## config.mk

```make
export PLATFORM = sky130hd
export DESIGN_NAME = clock_tube_digit_formatter
export DESIGN_NICKNAME = d
export VERILOG_FILES = /design/src/ctdf_pkg.sv /design/src/clock_tube_digit_formatter.sv
export VERILOG_INCLUDE_DIRS = /design/src /design/src/src
export SDC_FILE = /design/constraint.sdc
export NUM_CORES = 1
export LEC_CHECK = 0
export BUFFER_PORTS_ARGS = -buffer_cell sky130_fd_sc_hd__buf_2
export CORE_ASPECT_RATIO = 1.75
export CORE_MARGIN = 10
export CORE_UTILIZATION = 55
export DETAILED_ROUTE_END_ITERATION = 10
export GPL_ROUTABILITY_DRIVEN = 1
export PLACE_DENSITY = 0.72
export SYNTH_ARGS = -nofsm -noshare
export SYNTH_HDL_FRONTEND = slang
export SYNTH_SLANG_ARGS = --single-unit
export TNS_END_PERCENT = 5
```

## constraint.sdc

```tcl
create_clock -name i_clk -period 8 [get_ports i_clk]
set_input_delay 0 -clock i_clk [delete_from_list [all_inputs] [get_ports i_clk]]
set_output_delay 0 -clock i_clk [all_outputs]
set_load 0.02 [all_outputs]
```

## src/clock_tube_digit_formatter_assert.svh

```systemverilog
// ---------------------------------------------------------------------------
// Assertion macros for the tube digit formatter
// Concurrent checks clocked on i_clk and disabled while i_rst_n is low.
// ---------------------------------------------------------------------------
`ifndef CLOCK_TUBE_DIGIT_FORMATTER_ASSERT_SVH
`define CLOCK_TUBE_DIGIT_FORMATTER_ASSERT_SVH

// Same-cycle implication.
`define CTDF_CHECK(label, ante, cons, msg) \
    label: assert property (@(posedge i_clk) disable iff (!i_rst_n) \
        (ante) |-> (cons)) else $error(msg);

// Next-cycle implication.
`define CTDF_CHECK_NEXT(label, ante, cons, msg) \
    label: assert property (@(posedge i_clk) disable iff (!i_rst_n) \
        (ante) |=> (cons)) else $error(msg);

`endif

```

## src/ctdf_pkg.sv

```systemverilog
// ---------------------------------------------------------------------------
// ctdf_pkg
// Types, codes and helper functions for the tube digit formatter.
// ---------------------------------------------------------------------------
package ctdf_pkg;

    typedef logic [3:0] t_digit;

    typedef struct packed {
        t_digit tens;
        t_digit units;
    } t_bcd2;

    // tube code for an unlit tube
    localparam t_digit BLANK = 4'd10;

    // mode codes
    localparam logic [1:0] MODE_TIME = 2'd0;
    localparam logic [1:0] MODE_DATE = 2'd1;
    localparam logic [1:0] MODE_TEMP = 2'd2;

    // date order codes
    localparam logic [1:0] ORDER_DAY_FIRST   = 2'd0;
    localparam logic [1:0] ORDER_YEAR_FIRST  = 2'd1;
    localparam logic [1:0] ORDER_MONTH_FIRST = 2'd2;

    // configuration register indexes
    localparam logic [1:0] CFG_HOUR_24       = 2'd0;
    localparam logic [1:0] CFG_DATE_ORDER    = 2'd1;
    localparam logic [1:0] CFG_COMPACT_TEMP  = 2'd2;
    localparam logic [1:0] CFG_POISON_PERIOD = 2'd3;

    localparam int CFG_DATA_W = 7;

    // reset values
    localparam logic       RST_HOUR_24       = 1'b1;
    localparam logic [1:0] RST_DATE_ORDER    = ORDER_DAY_FIRST;
    localparam logic       RST_COMPACT_TEMP  = 1'b0;
    localparam logic [6:0] RST_POISON_PERIOD = 7'd30;

    localparam logic [4:0] HOUR_HALF         = 5'd12;
    localparam logic [6:0] POISON_HOUR_BASE  = 7'd100;
    localparam logic [5:0] SLOT_SECOND_LIMIT = 6'd30;
    localparam logic [13:0] TEMP_MAX         = 14'd9999;

    // x / 100 == (x * DIV100_MUL) >> DIV100_SHIFT, exact for x < 43690
    localparam logic [12:0] DIV100_MUL   = 13'd5243;
    localparam int          DIV100_SHIFT = 19;
    localparam logic [6:0]  HUNDRED      = 7'd100;

    // tens and units of a value below 100
    function automatic t_bcd2 split2(input logic [6:0] x);
        t_bcd2      r;
        t_digit     tens;
        logic [6:0] tens_x10;
        tens = '0;
        for (int k = 1; k < 10; k++) begin
            if (x >= 7'(10 * k)) tens = tens + 4'd1;
        end
        tens_x10 = {tens, 3'b000} + {2'b00, tens, 1'b0};
        r.tens   = tens;
        r.units  = 4'(x - tens_x10);
        return r;
    endfunction

    // one restoring-division step; rem stays below the divisor
    function automatic logic [6:0] div_step(input logic [6:0] rem, input logic bit_in,
                                            input logic [6:0] dvs);
        logic [7:0] tmp;
        tmp = {rem, bit_in};
        if (tmp >= {1'b0, dvs}) tmp = tmp - {1'b0, dvs};
        return tmp[6:0];
    endfunction

endpackage

```

## src/clock_tube_digit_formatter.sv

```systemverilog
// ---------------------------------------------------------------------------
// clock_tube_digit_formatter
// Six-tube digit formatter: time, date or temperature view per input word.
// ---------------------------------------------------------------------------
// Usage:
//   Input channel (i_valid / o_stall) carries one clock reading per word:
//   mode, time, date and temperature. Output channel (o_valid / i_stall)
//   returns one word per input: six tube codes (10 = blank), the right
//   comma mask and the anti-poisoning slot flag.
//   Config port (i_cfg_we, i_cfg_idx, i_cfg_data) writes hour_24, date_order,
//   compact_temp and poison_period; write only while the block is empty.
//   Three register stages lie between acceptance and o_valid: split/scale,
//   digit extraction, view assembly.
//   Throughput is one word per cycle while i_stall is low; each stage moves
//   whenever the stage after it is empty or moving, so bubbles close up.
//   When the receiver stalls, the output register holds its word and the
//   stages behind fill; o_stall rises only once all three stages are full.
//   Reset (synchronous, i_rst_n low) empties the pipeline and loads the
//   register defaults: 24-hour, day-month-year, separate comma tube,
//   poison period 30 minutes.
// ---------------------------------------------------------------------------
`include "clock_tube_digit_formatter_assert.svh"

module clock_tube_digit_formatter
    import ctdf_pkg::*;
(
    input  logic                  i_clk,
    input  logic                  i_rst_n,
    // config port
    input  logic                  i_cfg_we,
    input  logic [1:0]            i_cfg_idx,
    input  logic [CFG_DATA_W-1:0] i_cfg_data,
    // input channel
    input  logic                  i_valid,
    output logic                  o_stall,
    input  logic [1:0]            i_mode,
    input  logic [4:0]            i_hour,
    input  logic [5:0]            i_minute,
    input  logic [5:0]            i_second,
    input  logic [4:0]            i_day,
    input  logic [3:0]            i_month,
    input  logic [13:0]           i_year,
    input  logic signed [14:0]    i_temp_centi,
    // output channel
    output logic                  o_valid,
    input  logic                  i_stall,
    output logic [3:0]            o_tube0,
    output logic [3:0]            o_tube1,
    output logic [3:0]            o_tube2,
    output logic [3:0]            o_tube3,
    output logic [3:0]            o_tube4,
    output logic [3:0]            o_tube5,
    output logic [5:0]            o_right_commas,
    output logic                  o_poison_slot
);

    // ---------------- configuration registers ----------------
    logic       r_hour_24;
    logic [1:0] r_date_order;
    logic       r_compact_temp;
    logic [6:0] r_poison_period;

    always_ff @(posedge i_clk) begin
        if (!i_rst_n) begin
            r_hour_24       <= RST_HOUR_24;
            r_date_order    <= RST_DATE_ORDER;
            r_compact_temp  <= RST_COMPACT_TEMP;
            r_poison_period <= RST_POISON_PERIOD;
        end else if (i_cfg_we) begin
            unique case (i_cfg_idx)
                CFG_HOUR_24:       r_hour_24       <= i_cfg_data[0];
                CFG_DATE_ORDER:    r_date_order    <= i_cfg_data[1:0];
                CFG_COMPACT_TEMP:  r_compact_temp  <= i_cfg_data[0];
                CFG_POISON_PERIOD: r_poison_period <= i_cfg_data[6:0];
                default: ;
            endcase
        end
    end

    // ---------------- pipeline flow control ----------------
    // a stage loads when it is empty or its word moves on this edge
    logic r_s1_valid, r_s2_valid, r_s3_valid;
    logic w_rdy1, w_rdy2, w_rdy3;

    assign w_rdy3  = !r_s3_valid || !i_stall;
    assign w_rdy2  = !r_s2_valid || w_rdy3;
    assign w_rdy1  = !r_s1_valid || w_rdy2;
    assign o_stall = !w_rdy1;
    assign o_valid = r_s3_valid;

    always_ff @(posedge i_clk) begin
        if (!i_rst_n) begin
            r_s1_valid <= 1'b0;
            r_s2_valid <= 1'b0;
            r_s3_valid <= 1'b0;
        end else begin
            if (w_rdy1) r_s1_valid <= i_valid;
            if (w_rdy2) r_s2_valid <= r_s1_valid;
            if (w_rdy3) r_s3_valid <= r_s2_valid;
        end
    end

    // ---------------- stage 1: scale and select ----------------
    // 12-hour fold, temperature clamp, /100 of year and temperature by
    // reciprocal multiply, operand pick for the slot divisibility test
    logic [4:0]  n_s1_hour;
    logic [13:0] n_s1_temp;
    logic [26:0] w_year_prod;
    logic [26:0] w_temp_prod;
    logic        w_hour_path;
    logic        n_s1_slot_en;
    logic [5:0]  n_s1_dvd;
    logic [6:0]  n_s1_dvs;

    always_comb begin
        n_s1_hour = i_hour;
        if (!r_hour_24 && (i_hour > HOUR_HALF)) n_s1_hour = i_hour - HOUR_HALF;

        if (i_temp_centi[14])                 n_s1_temp = '0;
        else if (i_temp_centi[13:0] > TEMP_MAX) n_s1_temp = TEMP_MAX;
        else                                  n_s1_temp = i_temp_centi[13:0];

        w_year_prod = 27'(i_year) * 27'(DIV100_MUL);
        w_temp_prod = 27'(n_s1_temp) * 27'(DIV100_MUL);

        // hourly slots test the hour, otherwise the minute
        w_hour_path  = (r_poison_period > POISON_HOUR_BASE) && (i_minute == '0)
                       && (i_second < SLOT_SECOND_LIMIT);
        n_s1_slot_en = (r_poison_period != '0) && (i_second < SLOT_SECOND_LIMIT);
        n_s1_dvd     = w_hour_path ? {1'b0, i_hour} : i_minute;
        n_s1_dvs     = w_hour_path ? (r_poison_period - POISON_HOUR_BASE) : r_poison_period;
    end

    logic [1:0] r_s1_mode;
    logic [4:0] r_s1_hour;
    logic [5:0] r_s1_minute, r_s1_second;
    logic [4:0] r_s1_day;
    logic [3:0] r_s1_month;
    logic [7:0] r_s1_year_q;
    logic [6:0] r_s1_year_lo;
    logic [6:0] r_s1_temp_q;
    logic [6:0] r_s1_temp_lo;
    logic       r_s1_slot_en;
    logic [5:0] r_s1_dvd;
    logic [6:0] r_s1_dvs;

    always_ff @(posedge i_clk) begin
        if (w_rdy1) begin
            r_s1_mode    <= i_mode;
            r_s1_hour    <= n_s1_hour;
            r_s1_minute  <= i_minute;
            r_s1_second  <= i_second;
            r_s1_day     <= i_day;
            r_s1_month   <= i_month;
            r_s1_year_q  <= w_year_prod[DIV100_SHIFT+7:DIV100_SHIFT];
            r_s1_year_lo <= i_year[6:0];
            r_s1_temp_q  <= w_temp_prod[DIV100_SHIFT+6:DIV100_SHIFT];
            r_s1_temp_lo <= n_s1_temp[6:0];
            r_s1_slot_en <= n_s1_slot_en;
            r_s1_dvd     <= n_s1_dvd;
            r_s1_dvs     <= n_s1_dvs;
        end
    end

    // ---------------- stage 2: remainders and small digits ----------------
    // remainder below 100 is exact in the low 7 bits
    logic [14:0] w_year_q100;
    logic [13:0] w_temp_q100;
    logic [6:0]  n_s2_year_r;
    logic [6:0]  n_s2_temp_r;
    logic [6:0]  n_s2_rem;

    always_comb begin
        w_year_q100 = 15'(r_s1_year_q) * 15'(HUNDRED);
        w_temp_q100 = 14'(r_s1_temp_q) * 14'(HUNDRED);
        n_s2_year_r = r_s1_year_lo - w_year_q100[6:0];
        n_s2_temp_r = r_s1_temp_lo - w_temp_q100[6:0];
        // upper three dividend bits of the slot test
        n_s2_rem = div_step(7'd0, r_s1_dvd[5], r_s1_dvs);
        n_s2_rem = div_step(n_s2_rem, r_s1_dvd[4], r_s1_dvs);
        n_s2_rem = div_step(n_s2_rem, r_s1_dvd[3], r_s1_dvs);
    end

    logic [1:0] r_s2_mode;
    t_bcd2      r_s2_hour, r_s2_minute, r_s2_second, r_s2_day, r_s2_month;
    logic [6:0] r_s2_year_r;
    logic [6:0] r_s2_temp_q;
    logic [6:0] r_s2_temp_r;
    logic       r_s2_slot_en;
    logic [6:0] r_s2_rem;
    logic [2:0] r_s2_dvd_lo;
    logic [6:0] r_s2_dvs;

    always_ff @(posedge i_clk) begin
        if (w_rdy2) begin
            r_s2_mode    <= r_s1_mode;
            r_s2_hour    <= split2(7'(r_s1_hour));
            r_s2_minute  <= split2(7'(r_s1_minute));
            r_s2_second  <= split2(7'(r_s1_second));
            r_s2_day     <= split2(7'(r_s1_day));
            r_s2_month   <= split2(7'(r_s1_month));
            r_s2_year_r  <= n_s2_year_r;
            r_s2_temp_q  <= r_s1_temp_q;
            r_s2_temp_r  <= n_s2_temp_r;
            r_s2_slot_en <= r_s1_slot_en;
            r_s2_rem     <= n_s2_rem;
            r_s2_dvd_lo  <= r_s1_dvd[2:0];
            r_s2_dvs     <= r_s1_dvs;
        end
    end

    // ---------------- stage 3: view assembly ----------------
    t_bcd2      w_yy, w_tq, w_tr, w_da, w_db, w_dc;
    logic [6:0] w_rem;
    t_digit     n_tube [0:5];
    logic [5:0] n_commas;
    logic       n_slot;

    always_comb begin
        w_yy = split2(r_s2_year_r);
        w_tq = split2(r_s2_temp_q);
        w_tr = split2(r_s2_temp_r);

        w_rem = div_step(r_s2_rem, r_s2_dvd_lo[2], r_s2_dvs);
        w_rem = div_step(w_rem, r_s2_dvd_lo[1], r_s2_dvs);
        w_rem = div_step(w_rem, r_s2_dvd_lo[0], r_s2_dvs);

        // date fields in display order; unused order code falls to DMY
        unique case (r_date_order)
            ORDER_YEAR_FIRST: begin
                w_da = w_yy;       w_db = r_s2_month; w_dc = r_s2_day;
            end
            ORDER_MONTH_FIRST: begin
                w_da = r_s2_month; w_db = r_s2_day;   w_dc = w_yy;
            end
            default: begin
                w_da = r_s2_day;   w_db = r_s2_month; w_dc = w_yy;
            end
        endcase

        for (int i = 0; i < 6; i++) n_tube[i] = BLANK;
        n_commas = '0;
        n_slot   = 1'b0;

        unique case (r_s2_mode)
            MODE_TIME: begin
                if (r_s2_second.tens[0]) begin
                    // odd seconds tens: MMSS, last two tubes dark
                    n_tube[0] = r_s2_minute.tens;
                    n_tube[1] = r_s2_minute.units;
                    n_tube[2] = r_s2_second.tens;
                    n_tube[3] = r_s2_second.units;
                end else begin
                    n_tube[0] = r_s2_hour.tens;
                    n_tube[1] = r_s2_hour.units;
                    n_tube[2] = r_s2_minute.tens;
                    n_tube[3] = r_s2_minute.units;
                    n_tube[4] = r_s2_second.tens;
                    n_tube[5] = r_s2_second.units;
                end
                n_slot = r_s2_slot_en && (w_rem == '0);
            end
            MODE_DATE: begin
                n_tube[0] = w_da.tens;
                n_tube[1] = w_da.units;
                n_tube[2] = w_db.tens;
                n_tube[3] = w_db.units;
                n_tube[4] = w_dc.tens;
                n_tube[5] = w_dc.units;
            end
            MODE_TEMP: begin
                // leading zero stays dark in place
                if (r_compact_temp) begin
                    n_tube[2] = (w_tq.tens == '0) ? BLANK : w_tq.tens;
                    n_tube[3] = w_tq.units;
                end else begin
                    n_tube[1] = (w_tq.tens == '0) ? BLANK : w_tq.tens;
                    n_tube[2] = w_tq.units;
                end
                n_tube[4] = w_tr.tens;
                n_tube[5] = w_tr.units;
                n_commas  = 6'b001000;
            end
            default: ;
        endcase
    end

    t_digit     r_s3_tube [0:5];
    logic [5:0] r_s3_commas;
    logic       r_s3_slot;

    always_ff @(posedge i_clk) begin
        if (w_rdy3) begin
            for (int i = 0; i < 6; i++) r_s3_tube[i] <= n_tube[i];
            r_s3_commas <= n_commas;
            r_s3_slot   <= n_slot;
        end
    end

    assign o_tube0        = r_s3_tube[0];
    assign o_tube1        = r_s3_tube[1];
    assign o_tube2        = r_s3_tube[2];
    assign o_tube3        = r_s3_tube[3];
    assign o_tube4        = r_s3_tube[4];
    assign o_tube5        = r_s3_tube[5];
    assign o_right_commas = r_s3_commas;
    assign o_poison_slot  = r_s3_slot;

    // ---------------- assertions ----------------
    `CTDF_CHECK(a_stall_full, o_stall, r_s1_valid && r_s2_valid && r_s3_valid,
        "input stalled with an empty stage")
    `CTDF_CHECK_NEXT(a_s2_hold, r_s2_valid && r_s3_valid && i_stall, r_s2_valid,
        "stage 2 word lost under stall")
    `CTDF_CHECK(a_comma_tube3, o_valid && (o_right_commas != '0), o_right_commas == 6'b001000,
        "comma lit outside tube 3")
    `CTDF_CHECK(a_slot_no_comma, o_valid && o_poison_slot, o_right_commas == '0,
        "slot flag outside time view")
    `CTDF_CHECK(a_tube_code, o_valid, (o_tube0 <= BLANK) && (o_tube5 <= BLANK),
        "tube code out of range")

endmodule
```

==> results_dict.tcl <==
set metrics [dict create \
    die_area_sq_um 43500 \
    cts_sinks 184 \
    synth.ff_latch_count 184 \
    cp_max_fo 11 \
    rsz0062_at_grt "no" \
    core_area_sq_um 35100 \
    initial_utilization 0.554 \
    insertion_delay_ps 440 \
    io_pins 104 \
    rows 91 \
    total_leakage_power_uw 0.0105 \
    slew_headroom 0.348 \
    setup_viol 0 \
    grt_max_degree 77 \
    ys.flop_type "edfxtp_1" \
    grt_pass1_vias 14700 \
    max_cap_viol_count 0 \
    arrival_ps 7570 \
    drt-total-wl_um 41100 \
    slew_viol_final 0 \
    clk_pin_slew_ps 70 \
    postRouteAntennaNets 0 \
    hold_violations 0 \
    grt_usage 0.194 \
    dp_cells 2453 \
    ctsResizeCount 0 \
    hold_slack_ps 69.0 \
    async_flop_share 0 \
    antenna_found_initial 1 \
    critPathKind "reg -> reg" \
    post-route-period-util 0.922 \
    total_power_uw 7580 \
    ys_types 89 \
    drive_gt1_frac 0.0881 \
    grt_overflow_total 0 \
    synth_area_leaders "edfxtp_1, ha_1, fa_1, inv_1, xnor2_1" \
    final_nets 2576 \
    hold_buffers 58 \
    cts_buffer_depth 2 \
    cts_tree "done" \
    hold_class "in -> reg" \
    syn_area_sq_um 19400 \
    gp_congestion 0.920 \
    wl_per_cell_um 16.2 \
    hpwl_um 34400 \
    path_buf_inv 0 \
    fin_tns_setup_ps 0 \
    required_ps 8190 \
    syn_inst 1931 \
    synth_edf_count 170 \
    drt_iter0_drc 621 \
    cts-root-buf "clkbuf_16" \
    period_needed_ps 7380 \
    worst_pin_slew_ps 966 \
    cts_htree_levels 4 \
    area_delta_synth_final_pct 10.4 \
    rrSetupSlack_ps 620 \
    power.density_nw_per_um2 354 \
    synth_warnings 0 \
    cp_slowest_cell "edfxtp_1" \
    fin_cells 2544 \
    synth_top_area_cell "edfxtp_1" \
    cpPeakStageDelay_ps 540 \
    io_buffers 98 \
    grt_pass1_wl_um 68700 \
    synth.avg_cell_area_sq_um 10.1 \
    crit_family "adder cells" \
    endpoint_kind "flip-flop" \
    cts_setup_buffers 0 \
    die_x_um 162 \
    drc 0 \
    ys_seq_area_frac 0.277 \
    cpMostUsedCell "ha_1" \
    status "finished clean" \
    die_y_um 269 \
    cts_buffers 17 \
    num_vias 13800 \
    max_freq_mhz 136 \
    yosysTopAreaCellShare 0.263 \
    start_kind "flip-flop" \
    ir_drop_v 0.000234 \
    post_drt_via_cell_ratio 5.44 \
    firstDrtPassIters 7 \
    clock_skew_ps 14.1 \
]
==> cells by family (layout without fill, tap and decap cells) <==
kind of cell               count (synthesis)  count (layout)  share of synthesized area
muxes                                     52              52                     0.0278
DFF                                      184             184                      0.277
adders and majority gates                440             440                      0.334
and+or+nand+nor                          392             392                     0.0979
xor gates and xnor gates                 147             147                     0.0719
buffers and inverters                    397             540                     0.0791
other                                      1               6                   0.000193
AOI/OAI and AO/OA                        318             318                      0.112
==> placed cells by master (no fill, tap or decap), drive strengths merged, types with 17 or more instances in the layout <==
cell,instances
dlygate4sd3,58
nand4,21
nand2,132
nand3,20
ha,309
nor2,106
mux2i,37
o31ai,17
xor2,41
a21oi,69
o21ai,75
fa,131
buf,103
clkbuf,19
xnor2,101
edfxtp,170
nor2b,24
inv,352
a21o,24
==> Yosys cell counts, types with 5 or more instances <==
library cell,n
clkbuf_1,21
nor2_1,105
a211oi_1,6
a21oi_1,69
a21o_1,24
nor3_1,14
or2_2,10
nor2b_1,24
o211ai_1,16
o21a_1,13
and2_1,9
a21boi_0,10
buf_1,5
nand2_1,132
buf_2,17
ha_1,309
dfxtp_1,14
and3_1,7
nand4_1,18
o21ai_0,66
nand3_1,20
fa_1,131
xor2_1,38
o31ai_1,17
nor4_1,8
a22oi_1,7
nand2b_1,14
nor3b_1,6
edfxtp_1,170
o22ai_1,11
inv_1,345
mux2_2,14
buf_4,7
nor4b_1,5
o21ai_1,7
mux2i_1,37
xnor2_1,99
a31oi_1,10
==> through the flow <==
step / utilization / setup slack, ps / area (sq um)
2_1_floorplan: - / 1400 / 19400
3_3_place_gp: 0.580 / 771 / 20300
3_5_place_dp: 0.580 / 640 / 20300
4_1_cts: 0.611 / 614 / 21400
5_1_grt: 0.612 / 16.1 / 21400
6_report: 0.612 / 624 / 21400
==> routing by layer <==
layer / part of all wire / vias to the layer above / track usage
met5: 0 / - / 0
met4: 0.038 / 0 / 0.0854
met3: 0.029 / 83 / 0.0246
met2: 0.56 / 252 / 0.381
met1: 0.37 / 6658 / 0.199
li1: - / 6843 / -
==> tightest hold or removal path, cell delays in order <==
cell      delay (ps)
buf_2            130
nand3b_1         150
mux2i_1           90
nor2b_1          100
==> worst paths after layout <==
path,from,endpoint,cells after the start
setup / recovery,r_s2_temp_q[1]$_DFFE_PP_,r_s3_tube[2][3]$_SDFFCE_PN1P_,32
hold / removal,i_cfg_we,r_date_order[0]$_SDFFE_PN0P_,4
setup reg to reg,r_s2_temp_q[1]$_DFFE_PP_,r_s3_tube[2][3]$_SDFFCE_PN1P_,32
hold reg to reg,r_s1_temp_lo[0]$_DFFE_PN_,r_s2_temp_r[0]$_DFFE_PP_,0
==> final cells by class <==
cell class | instances | area, sq um
sequential | 184 | 5390
timing repair buffer | 161 | 1110
multi-input combinational | 1354 | 12500
clock inverter | 13 | 93.8
clock buffer | 19 | 443
fill | 2935 | 13600
tap | 465 | 582
inverter | 347 | 1300
antenna | 1 | 2.50
==> flip-flops by register name, summed over array words and instances, names as in the netlist, 4 cells and up <==
name,cells
r_s1_year_lo,7
r_s1_hour,5
r_s1_dvd,6
r_s1_year_q,5
r_s2_minute,8
r_s1_temp_q,7
r_s2_month,5
r_s1_minute,6
r_s2_hour,7
r_s3_tube,24
r_poison_period,7
r_s1_day,5
r_s1_month,4
r_s2_temp_q,7
r_s2_temp_r,7
r_s1_second,6
r_s2_second,8
r_s2_dvs,7
r_s2_day,7
r_s1_temp_lo,7
r_s2_year_r,7
r_s1_dvs,7
r_s2_rem,7
==> power by group <==
| part | switching [uW] | internal [uW] |
|---|---|---|
| Clock | 363 | 408 |
| Sequential | 215 | 1320 |
| Combinational | 2830 | 2440 |
Power figures use the tool's default switching activity.
